[src/hdl/cab_pkg.sv]
`default_nettype none
package cab_pkg;

	localparam int MAX_FRAME_SIZE = 4096;
	localparam int CNT_W          = $clog2(MAX_FRAME_SIZE);
	localparam int SIZE_W         = 13;
	localparam int COORD_W        = 14;
	localparam int GA_W           = 9;
	localparam int PIX_W          = 32;
	localparam int IDX_W          = 4;
	localparam int FIFO_DEPTH     = 4;
	localparam int FIFO_AW        = $clog2(FIFO_DEPTH);

	localparam logic [GA_W-1:0] GA_FULL  = GA_W'(256);
	localparam logic [7:0]      BYTE_MAX = 8'hff;

	typedef enum logic [IDX_W-1:0] {
		REG_GLOBAL_ALPHA  = 4'd0,
		REG_X_OFFSET      = 4'd1,
		REG_Y_OFFSET      = 4'd2,
		REG_SOURCE_WIDTH  = 4'd3,
		REG_SOURCE_HEIGHT = 4'd4,
		REG_DEST_WIDTH    = 4'd5,
		REG_DEST_HEIGHT   = 4'd6,
		REG_BYTE_ORDER    = 4'd7
	} reg_idx_t;

	// register values already saturated to their legal ranges
	typedef struct packed {
		logic [GA_W-1:0]          global_alpha;
		logic signed [SIZE_W-1:0] x_offset;
		logic signed [SIZE_W-1:0] y_offset;
		logic [SIZE_W-1:0]        source_width;
		logic [SIZE_W-1:0]        source_height;
		logic [SIZE_W-1:0]        dst_w;
		logic [SIZE_W-1:0]        dst_h;
		logic                     byte_order;
	} cfg_t;

	// one classified pixel waiting for the blend
	typedef struct packed {
		logic [PIX_W-1:0]          src;
		logic [PIX_W-1:0]          dst;
		logic [7:0]                alpha;
		logic                      bgra;
		logic signed [COORD_W-1:0] col;
		logic signed [COORD_W-1:0] row;
		logic                      we;
		logic                      fe;
	} entry_t;

	function automatic logic [SIZE_W-1:0] sat_size(input logic [SIZE_W-1:0] v);
		logic [SIZE_W-1:0] r;
		r = v;
		if (v == '0)
			r = SIZE_W'(1);
		else if (v > SIZE_W'(MAX_FRAME_SIZE))
			r = SIZE_W'(MAX_FRAME_SIZE);
		return r;
	endfunction

	// (d*(255-a) + s*a) >> 8, sum stays below 2^16
	function automatic logic [7:0] mix(input logic [7:0] d, input logic [7:0] s,
			input logic [7:0] a);
		logic [15:0] p0;
		logic [15:0] p1;
		logic [15:0] sum;
		p0  = {8'd0, d} * {8'd0, BYTE_MAX - a};
		p1  = {8'd0, s} * {8'd0, a};
		sum = p0 + p1;
		return sum[15:8];
	endfunction

endpackage
`default_nettype wire

[src/hdl/clipped_alpha_blend_compositor_core.sv]
// a pushed pixel is written into the queue, then blended and registered in the output slot once that slot is free
// throughput: one pixel per clock while the queue has room and results are popped, set by the front and blend stages
// a four-entry queue between front and blend lets either side stall on its own
// reset (arst_n low, asynchronous): queue and output empty, counters at zero,
// registers at global_alpha 256, offsets 0, sizes 1, byte order bgra
`default_nettype none
module clipped_alpha_blend_compositor_core (
	input  logic                               clk,
	input  logic                               arst_n,
	input  logic                               push,
	output logic                               full,
	input  logic [cab_pkg::PIX_W-1:0]          source_pixel,
	input  logic [cab_pkg::PIX_W-1:0]          dest_pixel,
	output logic                               empty,
	input  logic                               pop,
	output logic [cab_pkg::PIX_W-1:0]          blended_pixel,
	output logic signed [cab_pkg::COORD_W-1:0] dest_column,
	output logic signed [cab_pkg::COORD_W-1:0] dest_row,
	output logic                               write_enable,
	output logic                               frame_end,
	input  logic                               cfg_valid,
	output logic                               cfg_ready,
	input  logic [cab_pkg::IDX_W-1:0]          cfg_index,
	input  logic [cab_pkg::SIZE_W-1:0]         cfg_data
);

	cab_pkg::cfg_t   cfg;
	cab_pkg::entry_t q_wr_data;
	cab_pkg::entry_t q_rd_data;
	logic            q_wr;
	logic            q_rd;
	logic            q_full;
	logic            q_empty;

	cab_regs u_regs (
		.clk       (clk),
		.arst_n    (arst_n),
		.cfg_valid (cfg_valid),
		.cfg_ready (cfg_ready),
		.cfg_index (cfg_index),
		.cfg_data  (cfg_data),
		.cfg       (cfg)
	);

	cab_front u_front (
		.clk          (clk),
		.arst_n       (arst_n),
		.push         (push),
		.full         (full),
		.source_pixel (source_pixel),
		.dest_pixel   (dest_pixel),
		.cfg          (cfg),
		.q_full       (q_full),
		.q_wr         (q_wr),
		.q_wr_data    (q_wr_data)
	);

	cab_fifo u_fifo (
		.clk     (clk),
		.arst_n  (arst_n),
		.wr      (q_wr),
		.wr_data (q_wr_data),
		.q_full  (q_full),
		.rd      (q_rd),
		.rd_data (q_rd_data),
		.q_empty (q_empty)
	);

	cab_back u_back (
		.clk           (clk),
		.arst_n        (arst_n),
		.q_empty       (q_empty),
		.q_rd_data     (q_rd_data),
		.q_rd          (q_rd),
		.empty         (empty),
		.pop           (pop),
		.blended_pixel (blended_pixel),
		.dest_column   (dest_column),
		.dest_row      (dest_row),
		.write_enable  (write_enable),
		.frame_end     (frame_end)
	);

endmodule
`default_nettype wire

[src/hdl/cab_regs.sv]
`default_nettype none
module cab_regs (
	input  logic                           clk,
	input  logic                           arst_n,
	input  logic                           cfg_valid,
	output logic                           cfg_ready,
	input  logic [cab_pkg::IDX_W-1:0]      cfg_index,
	input  logic [cab_pkg::SIZE_W-1:0]     cfg_data,
	output cab_pkg::cfg_t                  cfg
);

	logic [cab_pkg::GA_W-1:0]   global_alpha_q;
	logic [cab_pkg::SIZE_W-1:0] x_offset_q;
	logic [cab_pkg::SIZE_W-1:0] y_offset_q;
	logic [cab_pkg::SIZE_W-1:0] source_width_q;
	logic [cab_pkg::SIZE_W-1:0] source_height_q;
	logic [cab_pkg::SIZE_W-1:0] dst_w_q;
	logic [cab_pkg::SIZE_W-1:0] dst_h_q;
	logic                       byte_order_q;

	assign cfg_ready = 1'b1;

	always_ff @(posedge clk or negedge arst_n) begin
		if (!arst_n) begin
			global_alpha_q  <= cab_pkg::GA_FULL;
			x_offset_q      <= '0;
			y_offset_q      <= '0;
			source_width_q  <= cab_pkg::SIZE_W'(1);
			source_height_q <= cab_pkg::SIZE_W'(1);
			dst_w_q         <= cab_pkg::SIZE_W'(1);
			dst_h_q         <= cab_pkg::SIZE_W'(1);
			byte_order_q    <= 1'b1;
		end else if (cfg_valid) begin
			case (cfg_index)
				cab_pkg::REG_GLOBAL_ALPHA:  global_alpha_q  <= cfg_data[cab_pkg::GA_W-1:0];
				cab_pkg::REG_X_OFFSET:      x_offset_q      <= cfg_data;
				cab_pkg::REG_Y_OFFSET:      y_offset_q      <= cfg_data;
				cab_pkg::REG_SOURCE_WIDTH:  source_width_q  <= cfg_data;
				cab_pkg::REG_SOURCE_HEIGHT: source_height_q <= cfg_data;
				cab_pkg::REG_DEST_WIDTH:    dst_w_q         <= cfg_data;
				cab_pkg::REG_DEST_HEIGHT:   dst_h_q         <= cfg_data;
				cab_pkg::REG_BYTE_ORDER:    byte_order_q    <= cfg_data[0];
				default: ;
			endcase
		end
	end

	always_comb begin
		cfg.global_alpha  = (global_alpha_q > cab_pkg::GA_FULL) ? cab_pkg::GA_FULL
			: global_alpha_q;
		cfg.x_offset      = x_offset_q;
		cfg.y_offset      = y_offset_q;
		cfg.source_width  = cab_pkg::sat_size(source_width_q);
		cfg.source_height = cab_pkg::sat_size(source_height_q);
		cfg.dst_w         = cab_pkg::sat_size(dst_w_q);
		cfg.dst_h         = cab_pkg::sat_size(dst_h_q);
		cfg.byte_order    = byte_order_q;
	end

endmodule
`default_nettype wire

[src/hdl/cab_front.sv]
`default_nettype none
module cab_front (
	input  logic                       clk,
	input  logic                       arst_n,
	input  logic                       push,
	output logic                       full,
	input  logic [cab_pkg::PIX_W-1:0]  source_pixel,
	input  logic [cab_pkg::PIX_W-1:0]  dest_pixel,
	input  cab_pkg::cfg_t              cfg,
	input  logic                       q_full,
	output logic                       q_wr,
	output cab_pkg::entry_t            q_wr_data
);

	logic [cab_pkg::CNT_W-1:0]          col_q;
	logic [cab_pkg::CNT_W-1:0]          row_q;
	logic [7:0]                         pix_alpha;
	logic [cab_pkg::GA_W+7:0]           alpha_prod;
	logic signed [cab_pkg::COORD_W-1:0] col;
	logic signed [cab_pkg::COORD_W-1:0] row;
	logic [cab_pkg::SIZE_W-1:0]         col_next;
	logic [cab_pkg::SIZE_W-1:0]         row_next;
	logic                               last_col;
	logic                               last_row;
	logic                               col_in;
	logic                               row_in;

	assign full = q_full;
	assign q_wr = push && !q_full;

	always_comb begin
		pix_alpha  = cfg.byte_order ? source_pixel[31:24] : source_pixel[7:0];
		alpha_prod = {{(cab_pkg::GA_W){1'b0}}, pix_alpha}
			* {8'd0, cfg.global_alpha};
		col = $signed({cfg.x_offset[cab_pkg::SIZE_W-1], cfg.x_offset})
			+ $signed({2'b00, col_q});
		row = $signed({cfg.y_offset[cab_pkg::SIZE_W-1], cfg.y_offset})
			+ $signed({2'b00, row_q});
		// a non-negative coordinate fits the low bits
		col_in   = !col[cab_pkg::COORD_W-1]
			&& (col[cab_pkg::SIZE_W-1:0] < cfg.dst_w);
		row_in   = !row[cab_pkg::COORD_W-1]
			&& (row[cab_pkg::SIZE_W-1:0] < cfg.dst_h);
		col_next = {1'b0, col_q} + cab_pkg::SIZE_W'(1);
		row_next = {1'b0, row_q} + cab_pkg::SIZE_W'(1);
		last_col = col_next >= cfg.source_width;
		last_row = row_next >= cfg.source_height;

		q_wr_data.src   = source_pixel;
		q_wr_data.dst   = dest_pixel;
		q_wr_data.alpha = alpha_prod[15:8];
		q_wr_data.bgra  = cfg.byte_order;
		q_wr_data.col   = col;
		q_wr_data.row   = row;
		q_wr_data.we    = col_in && row_in;
		q_wr_data.fe    = last_col && last_row;
	end

	always_ff @(posedge clk or negedge arst_n) begin
		if (!arst_n) begin
			col_q <= '0;
			row_q <= '0;
		end else if (q_wr) begin
			if (last_col) begin
				col_q <= '0;
				row_q <= last_row ? '0 : row_next[cab_pkg::CNT_W-1:0];
			end else begin
				col_q <= col_next[cab_pkg::CNT_W-1:0];
			end
		end
	end

endmodule
`default_nettype wire

[src/hdl/cab_fifo.sv]
`default_nettype none
module cab_fifo (
	input  logic            clk,
	input  logic            arst_n,
	input  logic            wr,
	input  cab_pkg::entry_t wr_data,
	output logic            q_full,
	input  logic            rd,
	output cab_pkg::entry_t rd_data,
	output logic            q_empty
);

	cab_pkg::entry_t              mem_q [cab_pkg::FIFO_DEPTH];
	logic [cab_pkg::FIFO_AW-1:0]  wr_ptr_q;
	logic [cab_pkg::FIFO_AW-1:0]  rd_ptr_q;
	logic [cab_pkg::FIFO_AW:0]    count_q;

	assign q_full  = count_q == (cab_pkg::FIFO_AW+1)'(cab_pkg::FIFO_DEPTH);
	assign q_empty = count_q == '0;
	assign rd_data = mem_q[rd_ptr_q];

	always_ff @(posedge clk) begin
		if (wr)
			mem_q[wr_ptr_q] <= wr_data;
	end

	always_ff @(posedge clk or negedge arst_n) begin
		if (!arst_n) begin
			wr_ptr_q <= '0;
			rd_ptr_q <= '0;
			count_q  <= '0;
		end else begin
			if (wr)
				wr_ptr_q <= wr_ptr_q + cab_pkg::FIFO_AW'(1);
			if (rd)
				rd_ptr_q <= rd_ptr_q + cab_pkg::FIFO_AW'(1);
			case ({wr, rd})
				2'b10:   count_q <= count_q + (cab_pkg::FIFO_AW+1)'(1);
				2'b01:   count_q <= count_q - (cab_pkg::FIFO_AW+1)'(1);
				default: count_q <= count_q;
			endcase
		end
	end

endmodule
`default_nettype wire

[src/hdl/cab_back.sv]
`default_nettype none
module cab_back (
	input  logic                               clk,
	input  logic                               arst_n,
	input  logic                               q_empty,
	input  cab_pkg::entry_t                    q_rd_data,
	output logic                               q_rd,
	output logic                               empty,
	input  logic                               pop,
	output logic [cab_pkg::PIX_W-1:0]          blended_pixel,
	output logic signed [cab_pkg::COORD_W-1:0] dest_column,
	output logic signed [cab_pkg::COORD_W-1:0] dest_row,
	output logic                               write_enable,
	output logic                               frame_end
);

	logic                               valid_q;
	logic [cab_pkg::PIX_W-1:0]          pix_q;
	logic signed [cab_pkg::COORD_W-1:0] col_q;
	logic signed [cab_pkg::COORD_W-1:0] row_q;
	logic                               we_q;
	logic                               fe_q;
	logic [cab_pkg::PIX_W-1:0]          blend;

	// output slot frees up when empty or when its beat leaves this cycle
	assign q_rd = !q_empty && (!valid_q || pop);

	always_comb begin
		for (int k = 0; k < 4; k++) begin
			if ((q_rd_data.bgra && k == 3) || (!q_rd_data.bgra && k == 0))
				blend[8*k +: 8] = cab_pkg::BYTE_MAX;
			else
				blend[8*k +: 8] = cab_pkg::mix(q_rd_data.dst[8*k +: 8],
					q_rd_data.src[8*k +: 8], q_rd_data.alpha);
		end
	end

	always_ff @(posedge clk or negedge arst_n) begin
		if (!arst_n) begin
			valid_q <= 1'b0;
		end else if (q_rd) begin
			valid_q <= 1'b1;
		end else if (pop) begin
			valid_q <= 1'b0;
		end
	end

	always_ff @(posedge clk) begin
		if (q_rd) begin
			pix_q <= blend;
			col_q <= q_rd_data.col;
			row_q <= q_rd_data.row;
			we_q  <= q_rd_data.we;
			fe_q  <= q_rd_data.fe;
		end
	end

	assign empty         = !valid_q;
	assign blended_pixel = pix_q;
	assign dest_column   = col_q;
	assign dest_row      = row_q;
	assign write_enable  = we_q;
	assign frame_end     = fe_q;

endmodule
`default_nettype wire

[config.mk]
export PLATFORM = sky130hd
export DESIGN_NAME = clipped_alpha_blend_compositor_core
export DESIGN_NICKNAME = d
export VERILOG_FILES = /design/src/hdl/cab_pkg.sv /design/src/hdl/clipped_alpha_blend_compositor_core.sv /design/src/hdl/cab_regs.sv /design/src/hdl/cab_front.sv /design/src/hdl/cab_fifo.sv /design/src/hdl/cab_back.sv
export SDC_FILE = /design/constraint.sdc
export NUM_CORES = 2
export LEC_CHECK = 0
export BUFFER_PORTS_ARGS = -buffer_cell sky130_fd_sc_hd__buf_2
export CAP_MARGIN = 15
export CELL_PAD_IN_SITES_DETAIL_PLACEMENT = 0
export CELL_PAD_IN_SITES_GLOBAL_PLACEMENT = 1
export CORE_ASPECT_RATIO = 0.5
export CORE_MARGIN = 8
export CORE_UTILIZATION = 49
export CTS_BUF_LIST = sky130_fd_sc_hd__clkbuf_4 sky130_fd_sc_hd__clkbuf_8
export CTS_CLUSTER_SIZE = 20
export DETAILED_ROUTE_END_ITERATION = 6
export GPL_TIMING_DRIVEN = 0
export PLACE_DENSITY = 0.73
export SYNTH_ARGS = -nofsm -noshare
export SYNTH_HDL_FRONTEND = slang
export SYNTH_SLANG_ARGS = --single-unit
export TNS_END_PERCENT = 20
[constraint.sdc]
create_clock -name clk -period 19.9 [get_ports clk]
set_input_delay 1.99 -clock clk [delete_from_list [all_inputs] [get_ports clk]]
set_output_delay 1.99 -clock clk [all_outputs]
set_load 0.02 [all_outputs]
==> flow_metrics.py <==
metrics = {
    "detailed_routing": {
        "dr_total_vias": 27600,
        "first_pass_iters": 5,
        "avgRoutedWirePerCell_um": 22.2,
        "drcViolationCount": 0,
        "viasPerCell": 5.35,
        "wl_um": 114000,
        "drt-initial-drc-count": 1988,
        "final_antenna_net_count": 0,
    },
    "worst_setup_path": {
        "cp.required_ns": 20.42,
        "critPathArrivalTime_ns": 8.86,
        "crit_path_end_kind": "flip-flop",
        "cp_max_fo": 10,
        "crit_slowest_cell": "clkbuf_1",
        "startpoint": "u_fifo.rd_ptr_q[1]",
        "crit_path_start_kind": "flip-flop",
        "crit_family": "adder cells",
        "slowest_delay_ns": 0.86,
        "crit_buf_inv": 6,
        "worstPathCellList": "buf_4 > buf_2 > mux2i_1 > nand2_1 > o21ai_1 > clkbuf_1 > nand2_1 > fa_1 > fa_1 > inv_1 > fa_1 > fa_1 > inv_1 > fa_1 > fa_1 > inv_1 > ha_1 > a21o_1 > a211oi_1 > o21ai_1 > a211oi_1 > a21oi_1 > xnor2_1 > nand2b_1",
        "cp_common_cell": "fa_1",
        "reg2reg_from": "u_fifo.rd_ptr_q[1]",
        "critPathKind": "reg -> reg",
    },
    "clock_network": {
        "h-tree-depth": 3,
        "cts_hold_repair.buffers": 0,
        "clk_latency_ns": 0.76,
        "clkSinkCount": 594,
        "ctsResizeCount": 0,
        "cts_max_path_buffers": 3,
        "numCtsBuffers": 89,
        "post_cts_buffers": 0,
        "clkSlewWorstSetupHoldPaths_ns": 0.08,
        "cts_tree": "done",
        "cts_root_buf": "clkbuf_8",
    },
    "place": {
        "gp_congestion": 0.891,
        "placed_cell_area_mm2": 0.0456,
        "post-place-cells": 4987,
        "place_hpwl_um": 85300,
        "port_buffers": 149,
    },
    "yosys": {
        "async_flop_share_pct": 20.2,
        "synth-edff-count": 474,
        "syn_area_per_cell_um2": 11.8,
        "ys_warn_count": 0,
        "syn_inst": 3644,
        "synthesis.area_mm2": 0.0431,
        "synth.top_cell.area_share_pct": 33.0,
        "yosysSeqAreaShare_pct": 40.0,
        "synth_area_leaders": "edfxtp_1 (33%), fa_1 (20%), ha_1 (10%)",
        "synth_common_cells": "inv_1 (620), edfxtp_1 (474), fa_1 (423), nand2_1 (387), ha_1 (353)",
        "yosysUniqueCellTypes": 70,
        "synth_fp_nets": 4506,
        "ys_ff_latch": 594,
        "yosys.area.top_type": "edfxtp_1",
        "ys_dominant_reg_cell": "edfxtp_1",
        "synth.most_common_cell": "inv_1",
    },
    "cells_and_area": {
        "design_area_mm2": 0.0475,
        "area_growth_pct": 10.2,
        "fill_cells": 7640,
        "layout-drive-gt1-share_pct": 14.3,
        "fin_cells": 5163,
        "nets": 4757,
    },
    "timing": {
        "slew_headroom_pct": 17.3,
        "final-hold-violation-count": 0,
        "rsz0062_at_grt": "no",
        "timing.fmax_mhz": 120,
        "hold-worst-slack_ns": 0.493,
        "fin_skew_ns": 0.0608,
        "slew_viol_final": 0,
        "tns_ns": 0,
        "setup-violations-final": 0,
        "post-route-period-util_pct": 41.9,
        "period_minus_slack_ns": 8.34,
        "worst_pin_slew_ns": 1.24,
    },
    "min_path": {
        "holdCritPathClass": "reg -> reg",
        "min_from": "u_fifo.count_q[2]",
    },
    "global_route": {
        "grt_pass1_vias": 29300,
        "gr-total-overflow": 0,
        "grt_max_degree": 79,
        "grt_antenna_before_repair": 20,
        "grt_pass1_wl_um": 174000,
        "track_usage_pct": 23.5,
    },
    "floorplan": {
        "core_area_mm2": 0.0878,
        "chipWidth_um": 436,
        "die_y_um": 226,
        "num_rows": 77,
        "dieArea_mm2": 0.0984,
        "io_pins": 151,
        "start_util_pct": 49.1,
    },
    "outcome": {
        "status": "finished clean",
    },
    "run": {
        "maxCapViolCount": 0,
    },
}
## metrics by stage
step | util, % | worst slack [ns]
floorplan | - | 13.23
global placement | 51.7 | 9.85
detailed placement | 52.0 | 11.68
CTS | 54.1 | 11.66
global route | 54.1 | 11.21
finish | 54.2 | 11.56
## placed cells by master, fill, tap and decap left out, types with 51 or more instances in the layout
| master | count |
|---|---|
| inv_1 | 620 |
| edfxtp_1 | 474 |
| nand2_1 | 387 |
| ha_1 | 353 |
| dfrtp_1 | 114 |
| mux2_2 | 123 |
| and2_1 | 122 |
| xnor2_1 | 71 |
| o21ai_1 | 63 |
| nor2_1 | 245 |
| clkbuf_8 | 96 |
| fa_1 | 423 |
| clkbuf_1 | 64 |
| mux2i_1 | 51 |
| buf_2 | 172 |
| mux4_2 | 59 |
## worst paths after layout
kind | end | slack (ns) | cells past startpoint
hold reg to reg | u_fifo.count_q[2] | 0.49 | 1
hold / removal | u_fifo.count_q[2] | 0.49 | 1
max in group asynchronous | u_regs.source_height_q[0] | 17.95 | 2
setup / recovery | u_back.blended_pixel[31] | 11.56 | 24
setup reg to reg | u_back.blended_pixel[31] | 11.56 | 24
min in group asynchronous | u_fifo.wr_ptr_q[1] | 1.18 | 1
## cells by family (layout without fill, tap and decap cells)
group | after synthesis | count (layout) | synth area share (%)
AND/OR/NAND/NOR | 922 | 922 | 9.68
adder cells (fa/ha/maj) | 776 | 776 | 29.9
buffers and inverters | 732 | 1054 | 6.57
flip-flops | 594 | 594 | 40.0
AO/OA/AOI/OAI | 273 | 273 | 4.04
multiplexers | 248 | 248 | 7.87
XOR/XNOR | 98 | 98 | 1.99
other | 1 | 13 | 0.00869
## layout make-up
type	instances	area [um^2]	share of cell area (%)
multi-input combinational	2318	23100	48.6
clock inverter	37	344	0.724
inverter	621	2330	4.90
clock buffer	125	1540	3.24
tap	1185	1480	3.12
sequential	594	17200	36.3
timing repair buffer	160	983	2.07
buffer	111	503	1.06
antenna	12	30.0	0.0632
## routing by layer
| layer | wire length (um) | share of wire, % | track usage, % |
|---|---|---|---|
| met3 | 8750 | 7.6 | 4.40 |
| met2 | 53300 | 47 | 39.1 |
| met1 | 48800 | 43 | 31.4 |
| met4 | 3590 | 3.1 | 7.32 |
| met5 | 0 | 0 | 0 |
## flip-flops by register name (all words and copies together) (netlist names)
signal / count
u_fifo.mem_q: 412
u_back.blended_pixel: 32
u_back.dest_column: 14
u_back.dest_row: 14
u_regs.dst_h_q: 13
u_regs.dst_w_q: 13
u_regs.source_height_q: 13
u_regs.source_width_q: 13
u_regs.x_offset_q: 13
u_regs.y_offset_q: 13
u_front.col_q: 12
u_front.row_q: 12
u_regs.global_alpha_q: 9
u_fifo.count_q: 3
u_fifo.rd_ptr_q: 2
u_fifo.wr_ptr_q: 2
u_back.frame_end: 1
u_back.valid_q: 1
u_back.write_enable: 1
u_regs.byte_order_q: 1
Power is not shown: default switching activity piles up to over one toggle a cycle in this logic, so the estimate is an artifact.
